==> src/hdl/cfs_pkg.sv <==
// Types and codes shared by the circular FIFO with search.
// No dependencies; the core imports this package.
`default_nettype none
package cfs_pkg;

	localparam logic [1:0] REQ_PUSH   = 2'd0;
	localparam logic [1:0] REQ_POP    = 2'd1;
	localparam logic [1:0] REQ_SEARCH = 2'd2;

	localparam logic [1:0] ST_OK        = 2'd0;
	localparam logic [1:0] ST_OVERFLOW  = 2'd1;
	localparam logic [1:0] ST_UNDERFLOW = 2'd2;

	typedef struct packed {
		logic [1:0]         req_type;
		logic signed [31:0] value;
	} req_t;

	typedef struct packed {
		logic signed [31:0] data_out;
		logic               found;
		logic [1:0]         status;
	} rsp_t;

endpackage
`default_nettype wire

==> src/hdl/circular_fifo_with_search_core.sv <==
// Circular FIFO of words with push, pop and membership search requests.
// Depends on cfs_pkg for the request and response word types and codes.
// A push, an underflowing pop, an empty search or an unused code gives its result in the cycle
// after acceptance; a pop passes through S_POP_RD, and a search walks every entry in S_SRCH.
// Throughput: one request in flight; busy is high while a pop or search uses the read port.
// The search rate is set by the single read port of the entry memory, one entry per cycle.
// The receiver cannot stall: each result word is shown for one cycle with done high.
// Reset clears head, tail, count and control; memory contents are not cleared.
`default_nettype none
module circular_fifo_with_search_core #(
	parameter int DEPTH      = 32,
	parameter int DATA_WIDTH = 32
) (
	input  wire logic          clk,
	input  wire logic          arst_n,
	input  wire logic          start,
	output logic               busy,
	input  wire cfs_pkg::req_t req,
	output logic               done,
	output cfs_pkg::rsp_t      rsp
);
	import cfs_pkg::*;

	localparam int IW = $clog2(DEPTH);
	localparam int CW = $clog2(DEPTH + 1);

	typedef enum logic [1:0] {
		S_IDLE,
		S_POP_RD,
		S_SRCH
	} state_t;

	state_t                state_q;
	logic [IW-1:0]         head_q;
	logic [IW-1:0]         tail_q;
	logic [CW-1:0]         count_q;
	logic [IW-1:0]         ptr_q;
	logic [CW-1:0]         left_q;
	logic [DATA_WIDTH-1:0] key_q;
	logic                  hit_q;
	logic                  done_q;
	rsp_t                  rsp_q;

	// Entry memory with a registered read port.
	logic [DATA_WIDTH-1:0] mem [DEPTH];
	logic [DATA_WIDTH-1:0] rdata_q;

	logic                  accept;
	logic                  full;
	logic                  empty;
	logic [DATA_WIDTH-1:0] word;
	logic                  wr_en;
	logic                  rd_en;
	logic [IW-1:0]         rd_addr;
	logic                  hit_nx;

	function automatic logic [IW-1:0] next_slot(input logic [IW-1:0] i);
		logic [IW-1:0] r;
		if (i == IW'(DEPTH - 1)) begin
			r = '0;
		end else begin
			r = i + 1'b1;
		end
		return r;
	endfunction

	assign busy   = (state_q != S_IDLE);
	assign accept = start && !busy;
	assign full   = (count_q == CW'(DEPTH));
	assign empty  = (count_q == '0);

	// Pushed words and keys are held at the storage width: zero-extended or truncated.
	assign word = DATA_WIDTH'($unsigned(req.value));

	assign wr_en = accept && (req.req_type == REQ_PUSH) && !full;

	// The read port serves the head slot for a pop and the start of a search while
	// idle, then the walking pointer while a search is under way.
	always_comb begin
		rd_en   = 1'b0;
		rd_addr = head_q;
		if (state_q == S_SRCH) begin
			rd_en   = (left_q != '0);
			rd_addr = ptr_q;
		end else if (accept && !empty &&
				(req.req_type == REQ_POP || req.req_type == REQ_SEARCH)) begin
			rd_en = 1'b1;
		end
	end

	// The read data in the search state always belongs to the entry issued in the previous cycle.
	assign hit_nx = hit_q || (rdata_q == key_q);

	always_ff @(posedge clk) begin
		if (wr_en) begin
			mem[tail_q] <= word;
		end
		if (rd_en) begin
			rdata_q <= mem[rd_addr];
		end
	end

	// Every path below gives done_q and rsp_q at most one assignment per edge.
	always_ff @(posedge clk or negedge arst_n) begin
		if (!arst_n) begin
			state_q <= S_IDLE;
			head_q  <= '0;
			tail_q  <= '0;
			count_q <= '0;
			ptr_q   <= '0;
			left_q  <= '0;
			key_q   <= '0;
			hit_q   <= 1'b0;
			done_q  <= 1'b0;
			rsp_q   <= '0;
		end else begin
			unique case (state_q)
				S_IDLE: begin
					if (accept) begin
						unique case (req.req_type)
							REQ_PUSH: begin
								done_q <= 1'b1;
								if (full) begin
									rsp_q <= '{data_out: '0, found: 1'b0,
										status: ST_OVERFLOW};
								end else begin
									rsp_q   <= '{data_out: '0, found: 1'b0,
										status: ST_OK};
									tail_q  <= next_slot(tail_q);
									count_q <= count_q + 1'b1;
								end
							end
							REQ_POP: begin
								if (empty) begin
									done_q <= 1'b1;
									rsp_q  <= '{data_out: '0, found: 1'b0,
										status: ST_UNDERFLOW};
								end else begin
									done_q  <= 1'b0;
									head_q  <= next_slot(head_q);
									count_q <= count_q - 1'b1;
									state_q <= S_POP_RD;
								end
							end
							REQ_SEARCH: begin
								if (empty) begin
									done_q <= 1'b1;
									rsp_q  <= '{data_out: '0, found: 1'b0,
										status: ST_OK};
								end else begin
									done_q  <= 1'b0;
									key_q   <= word;
									ptr_q   <= next_slot(head_q);
									left_q  <= count_q - 1'b1;
									hit_q   <= 1'b0;
									state_q <= S_SRCH;
								end
							end
							default: begin
								done_q <= 1'b1;
								rsp_q  <= '{data_out: '0, found: 1'b0, status: ST_OK};
							end
						endcase
					end else begin
						done_q <= 1'b0;
					end
				end
				S_POP_RD: begin
					done_q  <= 1'b1;
					rsp_q   <= '{data_out: 32'($signed(rdata_q)), found: 1'b0,
						status: ST_OK};
					state_q <= S_IDLE;
				end
				S_SRCH: begin
					if (left_q == '0) begin
						done_q  <= 1'b1;
						rsp_q   <= '{data_out: '0, found: hit_nx, status: ST_OK};
						state_q <= S_IDLE;
					end else begin
						done_q <= 1'b0;
						ptr_q  <= next_slot(ptr_q);
						left_q <= left_q - 1'b1;
						hit_q  <= hit_nx;
					end
				end
				default: begin
					done_q  <= 1'b0;
					state_q <= S_IDLE;
				end
			endcase
		end
	end

	assign done = done_q;
	assign rsp  = rsp_q;

	a_count_bound: assert property (@(posedge clk) disable iff (!arst_n)
		count_q <= CW'(DEPTH))
		else $error("entry count exceeds depth");

	a_push_count: assert property (@(posedge clk) disable iff (!arst_n)
		wr_en |=> count_q == $past(count_q) + 1'b1)
		else $error("push did not advance the count");

	// A new request may be taken in the cycle the overflow result is shown, so the
	// queue is checked as it stood at the previous edge.
	a_overflow_full: assert property (@(posedge clk) disable iff (!arst_n)
		done && rsp.status == ST_OVERFLOW |-> $past(full))
		else $error("overflow reported with room left");

	a_found_clean: assert property (@(posedge clk) disable iff (!arst_n)
		done && rsp.found |-> rsp.status == ST_OK && rsp.data_out == '0)
		else $error("search hit with nonzero data or status");

	a_no_write_busy: assert property (@(posedge clk) disable iff (!arst_n)
		busy |-> !wr_en)
		else $error("memory write while a read sequence is in flight");

endmodule
`default_nettype wire
==> config.mk <==
export PLATFORM = sky130hd
export DESIGN_NAME = circular_fifo_with_search_core
export DESIGN_NICKNAME = d
export VERILOG_FILES = /design/src/hdl/cfs_pkg.sv /design/src/hdl/circular_fifo_with_search_core.sv
export SDC_FILE = /design/constraint.sdc
export NUM_CORES = 1
export LEC_CHECK = 0
export BUFFER_PORTS_ARGS = -buffer_cell sky130_fd_sc_hd__buf_2
export CORE_MARGIN = 2
export CORE_UTILIZATION = 45
export CTS_BUF_LIST = sky130_fd_sc_hd__clkbuf_4
export CTS_CLUSTER_SIZE = 24
export DETAILED_ROUTE_END_ITERATION = 8
export PLACE_DENSITY = 0.64
export SETUP_SLACK_MARGIN = 0.15
export SLEW_MARGIN = 20
export SYNTH_ARGS = -nofsm -noshare
export SYNTH_HDL_FRONTEND = slang
export SYNTH_SLANG_ARGS = --single-unit
==> constraint.sdc <==
create_clock -name clk -period 6.6 [get_ports clk]
set_input_delay 0.33 -clock clk [delete_from_list [all_inputs] [get_ports clk]]
set_output_delay 0.33 -clock clk [all_outputs]
set_load 0.1 [all_outputs]
* Yosys cells after proc, flatten, opt, wreduce, memory -nomap -nowiden
Memory sizes are Yosys's and may differ from the RTL's. A register that Yosys moved wholly into a read port is not among the register bits.
Cells that the tools add are included.
** Word-level totals
- Register bits after elaboration :: 98
- Memory bits (writable) :: 1024
- Input bits :: 37
- Output and inout bits :: 37
- Logic and storage cells :: 112
- Memories :: 1
** Operators by class
- $add $sub $neg :: 6
- Equal/unequal tests :: 21
- Multiplexer cells :: 43
- Bitwise logic cells :: 2
- Reductions and logical operators :: 27
** Memory list
- mem :: depth 32, bits a word 32, rd ports 1, clocked after memory_dff 1, wr ports 1, RTL line circular_fifo_with_search_core.sv:45 : logic [DATA_WIDTH-1:0] mem [DEPTH];
** Operator list (number)
- $pmux 35 s3 :: 2
- $mux 35 :: 4
- $mux 5 :: 8
- $eq 32x32->1 :: 1
- $mux 6 :: 5
- $pmux 6 s2 :: 2
- $reduce_and 5->1 :: 4
- $add 5x1->5 const B :: 3
- $eq 5x5->1 const B :: 3
- $ne 3x3->1 const B :: 5
- $mux 1 :: 13
- $logic_not 6->1 :: 2
- $ne 2x2->1 const B :: 6
- $reduce_and 4->1 :: 3
- $sub 6x1->6 const B :: 2
- $pmux 5 s2 :: 1
- $mux 2 :: 4
- $pmux 2 s2 :: 2
- $add 6x1->6 const B :: 1
- $eq 6x6->1 const B :: 1
- $reduce_bool 2->1 :: 3
- $reduce_bool 6->1 :: 1
- $logic_and 1x1->1 :: 5
- $eq 2x1->1 const B :: 2
- 10 further kinds :: 16

* Logic depth before layout (Yosys ltp)
- Word-level depth :: 7
- Gate-level depth with buffers :: 12
- Mapped depth without buffers :: 8

* Worst setup path before layout
No wires, ideal clock.
- Path kind :: reg-to-reg
- From :: register count_q[0]
- To :: memory mem[31][0] (enable)
- Setup time :: 0.421 ns
- Data arrival time :: 2.943 ns
- Data required time :: 6.179 ns
- Setup slack :: 3.236 ns
- Stages on the path, launching flop included :: 9
- Path buffers :: 0
- Period minus slack after synthesis :: 3.364 ns
- Path through :: dfrtp_1 inv_1 ha_1 nor4b_4 nand2_1 inv_1 nor3b_2 nand2_1 nor2_1
** Between the ends
- Cells in the longest elaborated chain, start to end :: 5
** RTL lines
- from (decl) :: RTL line circular_fifo_with_search_core.sv:36 : logic [CW-1:0] count_q;
- from (signal assigned) :: RTL line circular_fifo_with_search_core.sv:130 : count_q <= count_q + 1'b1;
- from (signal assigned) :: RTL line circular_fifo_with_search_core.sv:141 : count_q <= count_q - 1'b1;
- $eq 6x6->1 :: RTL line circular_fifo_with_search_core.sv:69 : assign full = (count_q == CW'(DEPTH));
- $logic_not 1->1 :: RTL line circular_fifo_with_search_core.sv:75 : assign wr_en = accept && (req.req_type == REQ_PUSH) && !full;
- $logic_and 1x1->1 :: RTL line circular_fifo_with_search_core.sv:75
- $mux 1 :: RTL line circular_fifo_with_search_core.sv:95 : if (wr_en) begin
- $mux 1 (not written as such) :: RTL line circular_fifo_with_search_core.sv:96 : mem[tail_q] <= word;
- to (decl) :: RTL line circular_fifo_with_search_core.sv:45
No other way between the ends.

* Final worst setup path
- From :: register count_q[0]
- To :: memory mem[6][23] (enable)
The elaborated chain is that of the path after synthesis.

==> impl_metrics.py <==
metrics = {
    "sta": {
        "slew_headroom_pct": 26.75,
        "hold_violations": 0,
        "worst_slew_pin_slew_ns": 1.089,
        "rsz0062_at_grt": "no",
        "finalCritPeriodShare_pct": 60.63,
        "skew_ns": 0.1551,
        "fin_crit_ns": 4.002,
        "fmax_mhz": 249.9,
        "slew_viol_final": 0,
        "setup_violations": 0,
        "hold_slack_ns": 0.2318,
        "fin_ws_ns": 2.598,
        "setup_tns_ns": 0,
    },
    "setup_path": {
        "cp.arrival_ns": 4.72,
        "endpoint_kind": "flip-flop",
        "crit_family": "simple AND/OR/NAND/NOR gates",
        "cp_slowest_cell": "nor2_4",
        "worst-path-buf-inv": 3,
        "path_cells": "inv_1 > ha_1 > nor4b_4 > nand2_1 > inv_1 > nor3b_2 > nand2_1 > nor2_4 > buf_4",
        "start_kind": "flip-flop",
        "slowest_delay_ns": 0.83,
        "crit_type": "flip-flop to flip-flop",
        "crit_fanout": 18,
        "worstPathRequired_ns": 7.32,
    },
    "finish": {
        "instances_no_fill": 4971,
        "final_util_pct": 51.29,
        "fin_area_um2": 53910,
        "drive_gt1_share_pct": 23.69,
        "nNetsFinal": 3431,
        "area_delta_synth_final_pct": 13.32,
        "fillers": 8820,
    },
    "clock_tree": {
        "cts.repair.resized": 0,
        "htreeDepth": 5,
        "path_clk_slew_ns": 0.06,
        "cts_root_buf": "clkbuf_4",
        "clock_latency_ns": 1.18,
        "cts.sinks": 1154,
        "cts_setup_buffers": 0,
        "cts_tree": "yes",
        "cts_made_buffers": 312,
        "cts_hold_buf": 42,
        "clockBufferDepth": 4,
    },
    "synth": {
        "synth_area_leaders": "edfxtp_1 67%, mux4_2 5.4%, dfrtp_1 5.2%",
        "ys.flop_type": "edfxtp_1",
        "syn-num-nets": 3136,
        "synthCells": 3077,
        "yosys_register_bits": 1154,
        "synthSimpleGateAreaFrac_pct": 6.912,
        "ys_types": 68,
        "yosysWarnings": 0,
        "synth_xor_area_share_pct": 0.7917,
        "async_reset_ff_share_pct": 8.492,
        "synth_top_family_by_area": "multiplexers",
        "synth_compound_area_share_pct": 8.451,
        "synth_area_um2": 47570,
        "synthMuxAreaShare_pct": 8.869,
        "netlist.area_leader.share_pct": 66.66,
        "synth_edf_count": 1056,
        "yosys-top-cells-count": "1056 x edfxtp_1, 391 x nand2_1, 172 x a21oi_1",
        "post-synth-top-count-cell": "edfxtp_1",
        "synthAdderAreaFrac_pct": 0.5786,
        "synth_top_cell_by_area": "edfxtp_1",
        "syn_area_per_cell_um2": 15.46,
        "yosysSeqAreaShare_pct": 71.81,
    },
    "outcome": {
        "status": "completed",
    },
    "routing": {
        "drt-vias-per-instance": 5.948,
        "drc": 0,
        "vias": 29566,
        "postRouteAntennaNets": 0,
        "wl_per_cell_um": 26.28,
        "drtIter0Drc": 3312,
        "first_pass_iters": 6,
        "routed_wl_um": 130600,
    },
    "power_and_ir_drop": {
        "p_per_area_nw_per_um2": 426.0,
        "leakagePower_nw": 18.32,
        "power.total_mw": 22.97,
        "ir_worst_vdd_mv": 0.5277,
    },
    "global_route": {
        "track_usage_pct": 24.20,
        "grt_max_degree": 108,
        "grt_overflow_total": 0,
        "grt_pass1_vias": 29369,
        "grt_first_pass_wirelength_um": 192300,
        "antenna_found_initial": 6,
    },
    "die": {
        "row_count": 119,
        "io_pins": 74,
        "die_x_um": 329.1,
        "core_area_um2": 105100,
        "start_util_pct": 45.26,
        "die_h_um": 329.1,
        "die_area_um2": 108300,
    },
    "placed_design": {
        "pre_cts_slack_ns": 2.624,
        "place_area_um2": 49610,
        "place_congestion": 0.8150,
        "placed_cells": 4407,
        "dpl.hpwl_um": 71640,
        "io_buffers": 73,
    },
    "job": {
        "drv_cap": 0,
    },
    "worst_hold_path": {
        "hold_class": "primary input to async pin",
    },
}
## cells in the final DEF (no fill, tap or decap), types with 11 or more instances in the layout
cell type,netlist,routed
edfxtp_1,1056,1056
clkbuf_4,0,460
nand2_1,391,391
a21oi_1,172,172
mux4_2,115,115
mux2i_1,114,110
dfrtp_1,98,94
nand3_1,87,87
nor3_1,74,74
buf_2,63,72
a211oi_1,69,69
buf_4,11,67
o21ai_0,65,65
a21boi_0,58,58
and3_1,52,52
inv_1,50,50
a311oi_1,45,45
a22oi_1,42,42
dlygate4sd3_1,0,41
a31oi_1,40,40
clkinv_1,0,38
mux2_2,39,37
xor2_1,36,36
nor2_4,0,33
o22ai_1,29,29
nor2_1,58,24
ha_1,22,20
a221o_1,16,16
nor4_1,16,15
o21ai_1,13,13
o31ai_1,12,11
## worst register-to-register path: cells and delay by family (launching register included)
kind / cells / cell delay, ns
and+or+nand+nor: 5 / 2.15
buffers and inverters: 3 / 0.70
DFF: 1 / 0.46
adders and majority gates: 1 / 0.21
## path summary, 6_finish.rpt
check	from	end	slack, ns	cells after the start
worst max-delay path	count_q[0]$_DFFE_PN0P_	mem[6][23]$_DFFE_PP_	2.60	9
worst min-delay path	arst_n	rsp[14]$_DFFE_PN0P_	0.23	4
worst max register to register	count_q[0]$_DFFE_PN0P_	mem[6][23]$_DFFE_PP_	2.60	9
worst min register to register	hit_q$_DFFE_PN0P_	hit_q$_DFFE_PN0P_	0.48	2
max in group asynchronous	arst_n	ptr_q[1]$_DFFE_PN0P_	5.33	4
min in group clk	req[24]	mem[21][24]$_DFFE_PP_	0.27	2
## logic make-up (layout without fill, tap and decap cells)
family / Yosys count / in the layout
other: 0 / 4
adders and majority gates: 22 / 22
muxes: 271 / 271
xor gates and xnor gates: 43 / 43
DFF: 1154 / 1154
AOI/OAI and AO/OA: 607 / 607
and+or+nand+nor: 724 / 724
buffers and inverters: 256 / 755
## where the power goes
group / internal (mW) / switching (mW) / total (mW)
registers: 8.48 / 0.589 / 9.06
logic: 2.71 / 4.95 / 7.66
clock network: 3.40 / 2.84 / 6.24
## layer usage
metal  wire length [um]  vias to the layer above  global-route usage [%]  part of all wire (%)
met5                 13                        -                       0                 0.010
met4               2716                        2                   7.875                   2.1
met3              12980                      200                   6.221                   9.9
met2              60840                     1583                   37.13                    47
met1              54090                    14977                   33.92                    41
li1                   -                    12804                       -                     -
## flip-flops by register name (all words and copies together) (netlist names)
| register | cells |
|---|---|
| tail_q | 5 |
| rsp | 35 |
| done | 1 |
| head_q | 5 |
| count_q | 6 |
| rdata_q | 32 |
| mem | 1024 |
| hit_q | 1 |
| key_q | 32 |
| state_q | 2 |
| ptr_q | 5 |
| left_q | 6 |
## area by class of cell
cell class	instances	area, um^2	share of cell area [%]
flip-flops and latches	1154	34180	63.40
multi-input cells	1667	12540	23.26
clock buffers	460	3453	6.406
well taps	1391	1740	3.228
repair buffers	187	1404	2.604
clock inverters	58	395.4	0.7334
inverters	50	187.7	0.3481
diodes	4	10.01	0.01857
No activity file was read; power rests on OpenSTA's default activity.
